--- src/rtl/assert_macros.svh ---
// Assertion helpers used by sds_ctrl; empty when SYNTH is set.
`ifndef ASSERT_MACROS_SVH
`define ASSERT_MACROS_SVH
`ifndef SYNTH
`define SDS_ASSERT_IMP(lbl, clk, rst_n, a, b) \
    lbl: assert property (@(posedge clk) disable iff (!rst_n) (a) |-> (b)) \
        else $error("implication check failed");
`define SDS_ASSERT_NXT(lbl, clk, rst_n, a, b) \
    lbl: assert property (@(posedge clk) disable iff (!rst_n) (a) |=> (b)) \
        else $error("next-cycle check failed");
`else
`define SDS_ASSERT_IMP(lbl, clk, rst_n, a, b)
`define SDS_ASSERT_NXT(lbl, clk, rst_n, a, b)
`endif
`endif

--- src/rtl/sds_pkg.sv ---
package sds_pkg;

    localparam int unsigned MAX_STATIONS_DEF = 32;
    localparam int unsigned TRACE_LEN_DEF    = 1024;
    localparam int unsigned MAX_CELLS_DEF    = 256;
    localparam int unsigned WINDOW_DEF       = 256;

    localparam int SMP_W = 32;
    localparam int STK_W = 48;
    localparam int WGT_W = 17;
    localparam int CFG_W = 32;
    localparam int CFG_IDX_W = 3;

    localparam logic [WGT_W-1:0] WGT_ONE = 17'd65536;
    localparam logic [24:0] ONE24  = 25'd16777216;
    localparam logic [48:0] HALF24 = 49'd8388608;
    localparam int unsigned EXP_STEPS = 12;
    // S-phase cutoff: 100*tt > 168*cutoff
    localparam logic [39:0] S_CUT_NUM = 40'd168;
    localparam logic [39:0] S_CUT_DEN = 40'd100;

    typedef enum logic [2:0] {
        REQ_LOAD   = 3'd0,
        REQ_STACK  = 3'd1,
        REQ_READ   = 3'd2,
        REQ_DETECT = 3'd3,
        REQ_CLEAR  = 3'd4
    } t_req;

    typedef enum logic [2:0] {
        CFG_ATTEN  = 3'd0,
        CFG_NST    = 3'd1,
        CFG_NCELL  = 3'd2,
        CFG_PRE    = 3'd3,
        CFG_WLEN   = 3'd4,
        CFG_CUTOFF = 3'd5,
        CFG_RECIP  = 3'd6
    } t_cfg;

    typedef enum logic [1:0] {
        ATT_CUT  = 2'd0,
        ATT_EXP  = 2'd1,
        ATT_NONE = 2'd2
    } t_att;

    typedef enum logic [1:0] {
        STS_OK  = 2'd0,
        STS_OOR = 2'd1,
        STS_SAT = 2'd2
    } t_status;

    typedef enum logic [2:0] {
        S_IDLE,
        S_DECODE,
        S_WEIGHT,
        S_RUN,
        S_DRAIN,
        S_DONE
    } t_state;

    typedef enum logic [1:0] {
        W_IDLE,
        W_ITER,
        W_FIN
    } t_wstate;

    typedef struct packed {
        logic capture;
        logic load_wr;
        logic wgt_start;
        logic run_init;
        logic issue;
        logic rd_issue;
        logic clear_all;
        logic out_load;
    } t_cmd;

    typedef struct packed {
        logic [2:0] req;
        logic       stack_go;
        logic       detect_go;
        logic       wgt_done;
        logic       issue_last;
        logic       pipe_idle;
        logic       out_free;
    } t_stat;

    // exp(-2^(i-8)) in Q0.24
    function automatic logic [23:0] exp_rom(input logic [3:0] i);
        logic [23:0] v;
        case (i)
            4'd0:    v = 24'd16711808;
            4'd1:    v = 24'd16646655;
            4'd2:    v = 24'd16517109;
            4'd3:    v = 24'd16261035;
            4'd4:    v = 24'd15760736;
            4'd5:    v = 24'd14805841;
            4'd6:    v = 24'd13066109;
            4'd7:    v = 24'd10175896;
            4'd8:    v = 24'd6171993;
            4'd9:    v = 24'd2270549;
            4'd10:   v = 24'd307285;
            4'd11:   v = 24'd5628;
            default: v = 24'd0;
        endcase
        return v;
    endfunction

endpackage

--- src/rtl/sds_ctrl.sv ---
`include "assert_macros.svh"
module sds_ctrl import sds_pkg::*; (
    input  logic  i_clk,
    input  logic  i_rst_n,
    input  logic  i_in_valid,
    output logic  o_in_ready,
    input  t_stat i_stat,
    output t_cmd  o_cmd
);

    t_state r_state, n_state;

    always_comb begin
        n_state = r_state;
        case (r_state)
            S_IDLE: begin
                if (i_in_valid) begin
                    n_state = S_DECODE;
                end
            end
            S_DECODE: begin
                case (i_stat.req)
                    REQ_STACK:  n_state = i_stat.stack_go ? S_WEIGHT : S_DONE;
                    REQ_READ:   n_state = S_DRAIN;
                    REQ_DETECT: n_state = i_stat.detect_go ? S_RUN : S_DONE;
                    default:    n_state = S_DONE;
                endcase
            end
            S_WEIGHT: begin
                if (i_stat.wgt_done) begin
                    n_state = S_RUN;
                end
            end
            S_RUN: begin
                if (i_stat.issue_last) begin
                    n_state = S_DRAIN;
                end
            end
            S_DRAIN: begin
                if (i_stat.pipe_idle) begin
                    n_state = S_DONE;
                end
            end
            S_DONE: begin
                if (i_stat.out_free) begin
                    n_state = S_IDLE;
                end
            end
            default: n_state = S_IDLE;
        endcase
    end

    always_comb begin
        o_cmd      = '0;
        o_in_ready = (r_state == S_IDLE);
        case (r_state)
            S_IDLE: o_cmd.capture = i_in_valid;
            S_DECODE: begin
                case (i_stat.req)
                    REQ_LOAD:   o_cmd.load_wr   = 1'b1;
                    REQ_STACK:  o_cmd.wgt_start = i_stat.stack_go;
                    REQ_READ:   o_cmd.rd_issue  = 1'b1;
                    REQ_DETECT: o_cmd.run_init  = i_stat.detect_go;
                    REQ_CLEAR:  o_cmd.clear_all = 1'b1;
                    default: ;
                endcase
            end
            S_WEIGHT: o_cmd.run_init = i_stat.wgt_done;
            S_RUN:    o_cmd.issue    = 1'b1;
            S_DONE:   o_cmd.out_load = i_stat.out_free;
            default: ;
        endcase
    end

    always_ff @(posedge i_clk) begin
        if (!i_rst_n) begin
            r_state <= S_IDLE;
        end else begin
            r_state <= n_state;
        end
    end

    `SDS_ASSERT_IMP(a_idle_pipe_empty, i_clk, i_rst_n, r_state == S_IDLE, i_stat.pipe_idle)
    `SDS_ASSERT_NXT(a_result_then_idle, i_clk, i_rst_n, o_cmd.out_load, r_state == S_IDLE)
    `SDS_ASSERT_IMP(a_no_issue_on_capture, i_clk, i_rst_n, o_cmd.capture,
        !o_cmd.issue && !o_cmd.out_load && !o_cmd.rd_issue)

endmodule

--- config.mk ---
export PLATFORM = sky130hd
export DESIGN_NAME = sds_ctrl
export DESIGN_NICKNAME = d
export VERILOG_FILES = /design/src/rtl/sds_pkg.sv /design/src/rtl/sds_ctrl.sv
export VERILOG_INCLUDE_DIRS = /design/src /design/src/rtl
export SDC_FILE = /design/constraint.sdc
export NUM_CORES = 1
export LEC_CHECK = 0
export BUFFER_PORTS_ARGS = -buffer_cell sky130_fd_sc_hd__buf_2
export CORE_AREA = 2 2 39 41
export DETAILED_ROUTE_END_ITERATION = 6
export DIE_AREA = 0 0 41 43
export PLACE_DENSITY = 0.55
export SETUP_SLACK_MARGIN = 0.1
export SLEW_MARGIN = 10
export SYNTH_ARGS = -nofsm -noshare
export SYNTH_HDL_FRONTEND = slang
export SYNTH_SLANG_ARGS = --single-unit
--- constraint.sdc ---
create_clock -name i_clk -period 1.8 [get_ports i_clk]
set_input_delay 0.09 -clock i_clk [delete_from_list [all_inputs] [get_ports i_clk]]
set_output_delay 0.09 -clock i_clk [all_outputs]
set_load 0.005 [all_outputs]
==> qor.yml, run 1 <==
grt_use_met2_pct: 14.7
synth_top_family_by_area: "simple AND/OR/NAND/NOR gates"
critPathMaxFanout: 10
status: "completed"
cp_data_arrival_time_ns: 1.44
yosys_warnings: 0
syn2layout_area_growth_pct: 36.7
detail_route.wl_per_cell_um: 9.64
fin_hold_ws_ns: 0.103
detail-route-antenna-nets: 0
drt_wl_total_um: 781
yosys.area_share.simple_pct: 47.3
die-area_um2: 1760
synth_fp_nets: 56
fin_skew_ns: 0.00520
overflow: 0
gp_congestion: 0.747
largestRegisters: "r_state x3"
max_slew_margin_pct: 77.3
cts_max_path_buffers: 2
post-route-drc-count: 0
setup_tns_ns: 0
endpoint_kind: "primary output"
cp.required_ns: 1.71
finalCritPeriodShare_pct: 84.8
htree_levels: 1
synthCells: 44
irDropWorstVdd_mv: 0.188
drtPass1Iterations: 4
largest_register_ffs: 3
worst_hold_path_type: "in2reg"
ys_types: 27
final_max_slew_viol_count: 0
fin_crit_ns: 1.53
timing.fmax_ghz: 0.656
synth-edff-count: 0
core_area_um2: 1380
start_kind: "register"
antenna_cells: 0
cts_hold_buf: 0
clkTransAtPathRegs_ns: 0.04
portBuffers: 20
mappedNetlistArea_um2: 344
rsz0062_at_grt: "no"
power.leakage_uw: 0.000218
muxShareOfSynthArea_pct: 10.5
synth-compound-area-share_pct: 17.5
first_global_vias: 308
yosys-top-cells-area: "dfxtp_1 (17%), nor3b_2 (7.3%), nand3b_1 (6.5%), and3_1 (5.5%), mux2_4 (4.4%)"
criticalPathCategory: "reg2out"
ys_top_cells_by_count: "nand2_1 (4), nor2_1 (4), and3_1 (3), dfxtp_1 (3), nand3b_1 (3)"
die_h_um: 43
use_met1_pct: 11.5
synth_xor_area_share_pct: 0
numCtsBuffers: 3
final_nets: 78
grt_first_pass_wirelength_um: 1150
setup-violations-final: 0
synth_ff_type: "dfxtp_1"
synth_area_leader_cell: "dfxtp_1"
cts_tree: "done"
antenna_found_initial: 0
ys_seq_area_share_pct: 17.5
clock_latency_ns: 0.23
tightestPinTransition_ns: 0.339
use_met3_pct: 3.14
drv_cap: 0
row_count: 14
clock-sinks: 3
die_w_um: 41
vias_per_cell: 4.74
drive_gt1_share_pct: 46.2
start_util_pct: 24.9
synthAdderAreaFrac_pct: 0
grt.busiest_layer: "met2"
finalHoldViolCount: 0
ys_ff_latch: 3
async_flop_share_pct: 0
grt_max_degree: 12
synth_top_cell_area_share_pct: 17.5
p_per_area_nw_per_um2: 693
cts_root_buffer: "clkbuf_4"
num_io_pins: 21
grt.total_usage_pct: 9.52
vias: 384
initialDrtViolationCount: 2
dp_hpwl_um: 631
postSynthAreaPerCell_um2: 7.82
regMostFlops: "r_state"
-- cells in the final DEF (no fill, tap or decap), types with 2 or more instances in the layout --
master,Yosys,final
dfxtp_1,3,2
nor3b_2,2,2
a21oi_1,2,2
nand2b_1,2,2
nand3b_1,3,3
o21ai_1,2,2
and3_1,3,3
buf_2,1,20
nor3_1,2,2
nand2_1,4,4
nor2_1,4,4
clkbuf_4,0,3
-- critical path: stages (launching register included) --
cell and delay (ns):
dfxtp_1 0.39, nand2b_4 0.19, or3_4 0.34, nor3b_2 0.17
buf_2 0.12
-- per-stage QoR --
step	util (%)	setup slack [ns]	cell area, µm²	std cells	power, µW
after floorplan	-	0.639	344	44	174
after global placement	32.0	0.475	443	77	213
after CTS	33.9	0.199	469	81	329
after detailed placement	32.0	0.448	443	77	212
final	34.0	0.274	470	81	326
after global routing	34.0	0.175	470	81	352
-- path summary, 6_finish.rpt --
path / from / endpoint / slack, ns / cells after the start
worst min register to register: r_state[0] / r_state[2] / 0.66 / 2
worst max register to register: r_state[2] / r_state[0] / 0.65 / 4
worst max-delay path: r_state[1] / o_cmd[1] / 0.27 / 4
worst min-delay path: i_rst_n / r_state[2] / 0.10 / 2
-- final cells by class --
class                   instances  area [µm²]
clock buffers                   4        26.3
fillers                       163         913
inverters                       1        3.75
multi-input cells              37         259
flip-flops and latches          3        61.3
well taps                      16        20.0
repair buffers                 20         100
-- power by group --
| part | switching, µW | total [µW] | internal [µW] | leakage (µW) |
|---|---|---|---|---|
| clock network | 31.5 | 114 | 82.8 | 0.0000150 |
| logic | 46.7 | 108 | 61.2 | 0.000178 |
| registers | 26.7 | 104 | 77.2 | 0.0000249 |
| total | 105 | 326 | 221 | 0.000218 |
-- cells by family after synthesis --
kind of cell,Yosys count
AND/OR/NAND/NOR,25
AO/OA/AOI/OAI,9
buffers and inverters,4
multiplexers,3
flip-flops,3
-- per-layer routing --
layer	up-vias	wire length [µm]
met5	-	0
met1	161	355
met3	0	66
li1	204	-
met4	0	0
met2	19	359
-- timing repair --
item | CTS | global route
setup endpoints to repair | 0 | 2
buffers inserted | 0 | 0
resized for setup | 0 | 1
Note: power is estimated with default switching activity, not from simulation.
==> run 2, diff against run 1 <==
--- a/config.mk
+++ b/config.mk
@@ -10,7 +10,7 @@
 export CORE_AREA = 2 2 39 41
 export DETAILED_ROUTE_END_ITERATION = 6
 export DIE_AREA = 0 0 41 43
-export PLACE_DENSITY = 0.55
+export PLACE_DENSITY = 0.57
 export SETUP_SLACK_MARGIN = 0.1
 export SLEW_MARGIN = 10
 export SYNTH_ARGS = -nofsm -noshare
==> constraint.sdc (replaced) <==
create_clock -name i_clk -period 1.3 [get_ports i_clk]
set_input_delay 0.065 -clock i_clk [delete_from_list [all_inputs] [get_ports i_clk]]
set_output_delay 0.065 -clock i_clk [all_outputs]
set_load 0.005 [all_outputs]
==> run 2 against run 1 <==
  * The run now ends with negative setup slack left
  * Largest power group is now combinational cells
  * Combinational power up 95%
  * Critical path type unchanged
  * Clock power is 45% higher
  * First-iteration DRC count increased to 2.5 times the previous value
  * Flip-flop and latch count unchanged
  * Critical endpoint unchanged
==> qor.yml, run 2 (same netlist as run 1, synthesis figures left out) <==
die_w_um: 41
dp_hpwl_um: 707
stdcell_area_um2: 541
start_kind: "register"
grt_max_degree: 11
tightestPinTransition_ns: 0.176
vias_per_cell: 4.92
rsz0062_at_grt: "yes"
p_total_uw: 509
dpl.cell_count: 79
largestRegisters: "r_state x3"
dr_wl_met3_um: 39
violations: "negative setup slack"
worst_hold_path_type: "in2reg"
slowest_stage: "or3_4"
endpoint_kind: "primary output"
first_global_vias: 378
clock-sinks: 3
status: "finished with violations"
cts_tree: "done"
criticalPathCategory: "reg2out"
start_util_pct: 24.9
vias: 418
layout_commonest_cell: "buf_2"
antenna_found_initial: 0
cts_max_path_buffers: 2
portBuffers: 20
syn2layout_area_growth_pct: 57.1
clock_latency_ns: 0.24
final_max_slew_viol_count: 0
drv_cap: 0
top_layer: "met4"
post-route-drc-count: 0
largest_register_ffs: 3
core_area_um2: 1380
cp.required_ns: 1.24
final_nets: 82
timing.fmax_ghz: 0.726
path_cells: "nand2b_4 > or3_4 > nor3b_2 > buf_2"
row_count: 14
num_io_pins: 21
finalCritPeriodShare_pct: 106
die_h_um: 43
fin_crit_ns: 1.38
setup_tns_ns: -0.131
wl_met2_um: 482
grt_first_pass_wirelength_um: 1360
regMostFlops: "r_state"
drtPass1Iterations: 2
clkTransAtPathRegs_ns: 0.04
antenna_cells: 0
gp_congestion: 0.747
max_slew_margin_pct: 88.1
detail_route.wl_per_cell_um: 11.1
fin_skew_ns: 0.00582
cts_root_buffer: "clkbuf_4"
p_per_area_nw_per_um2: 941
cpPeakStageDelay_ns: 0.35
power.leakage_uw: 0.000243
irDropWorstVdd_mv: 0.431
stdcell_count: 85
fill_cells: 150
fin_hold_ws_ns: 0.0756
wl_met1_um: 405
post_dp_cell_area_um2: 458
drt_wl_total_um: 943
htree_levels: 1
setup-violations-final: 4
detail-route-antenna-nets: 0
die-area_um2: 1760
layout_common_cells: "buf_2 (20), nand2_1 (4), buf_4 (4)"
cp_data_arrival_time_ns: 1.31
grt.total_usage_pct: 11.0
numCtsBuffers: 3
overflow: 0
fin_ws_ns: -0.0780
initialDrtViolationCount: 5
critPathMaxFanout: 3
drive_gt1_share_pct: 59.4
finalHoldViolCount: 0
==> run 2: metrics by stage <==
stage	setup slack [ns]	util [%]
2_1_floorplan	0.164	-
3_3_place_gp	0.136	33.1
3_5_place_dp	0.112	33.1
4_1_cts	-0.0753	37.4
5_1_grt	-0.135	39.1
6_report	-0.0780	39.1
==> run 2: metal layers <==
| metal | up-vias | track usage [%] |
|---|---|---|
| met3 | 2 | 0 |
| li1 | 209 | - |
| met4 | 0 | 6.00 |
| met5 | - | 0 |
| met2 | 14 | 17.8 |
| met1 | 193 | 14.1 |
==> run 2: path summary, 6_finish.rpt <==
kind / cells past startpoint / to / start / slack [ns]
worst max-delay path: 4 / o_cmd[1] / r_state[1] / -0.08
worst min-delay path: 2 / r_state[2] / i_rst_n / 0.08
worst max register to register: 4 / r_state[1] / r_state[0] / 0.18
worst min register to register: 2 / r_state[1] / r_state[2] / 0.66
==> run 2: worst max-delay path: cells and delay by family (launching register included) <==
family                 cells  cell delay, ns
buffers and inverters      1            0.13
DFF                        1            0.32
and+or+nand+nor            3            0.63
==> run 2: area by class of cell <==
| cell class | count | area [µm²] | share of cell area, % |
|---|---|---|---|
| multi-input cells | 37 | 295 | 54.6 |
| inverters | 1 | 3.75 | 0.694 |
| repair buffers | 24 | 130 | 24.1 |
| clock buffers | 4 | 26.3 | 4.86 |
| flip-flops and latches | 3 | 65.1 | 12.0 |
| well taps | 16 | 20.0 | 3.70 |
==> run 2: repair_timing <==
item,CTS,global route
setup endpoints to repair,6,8
pin swaps,4,2
setup buffers,2,0
hold buffers,0,0
gates resized for setup,5,5
==> run 2: power by group <==
part | internal [µW] | switching [µW] | total, µW
combinational | 112 | 98.5 | 211
sequential | 108 | 25.2 | 133
clock | 115 | 49.7 | 165
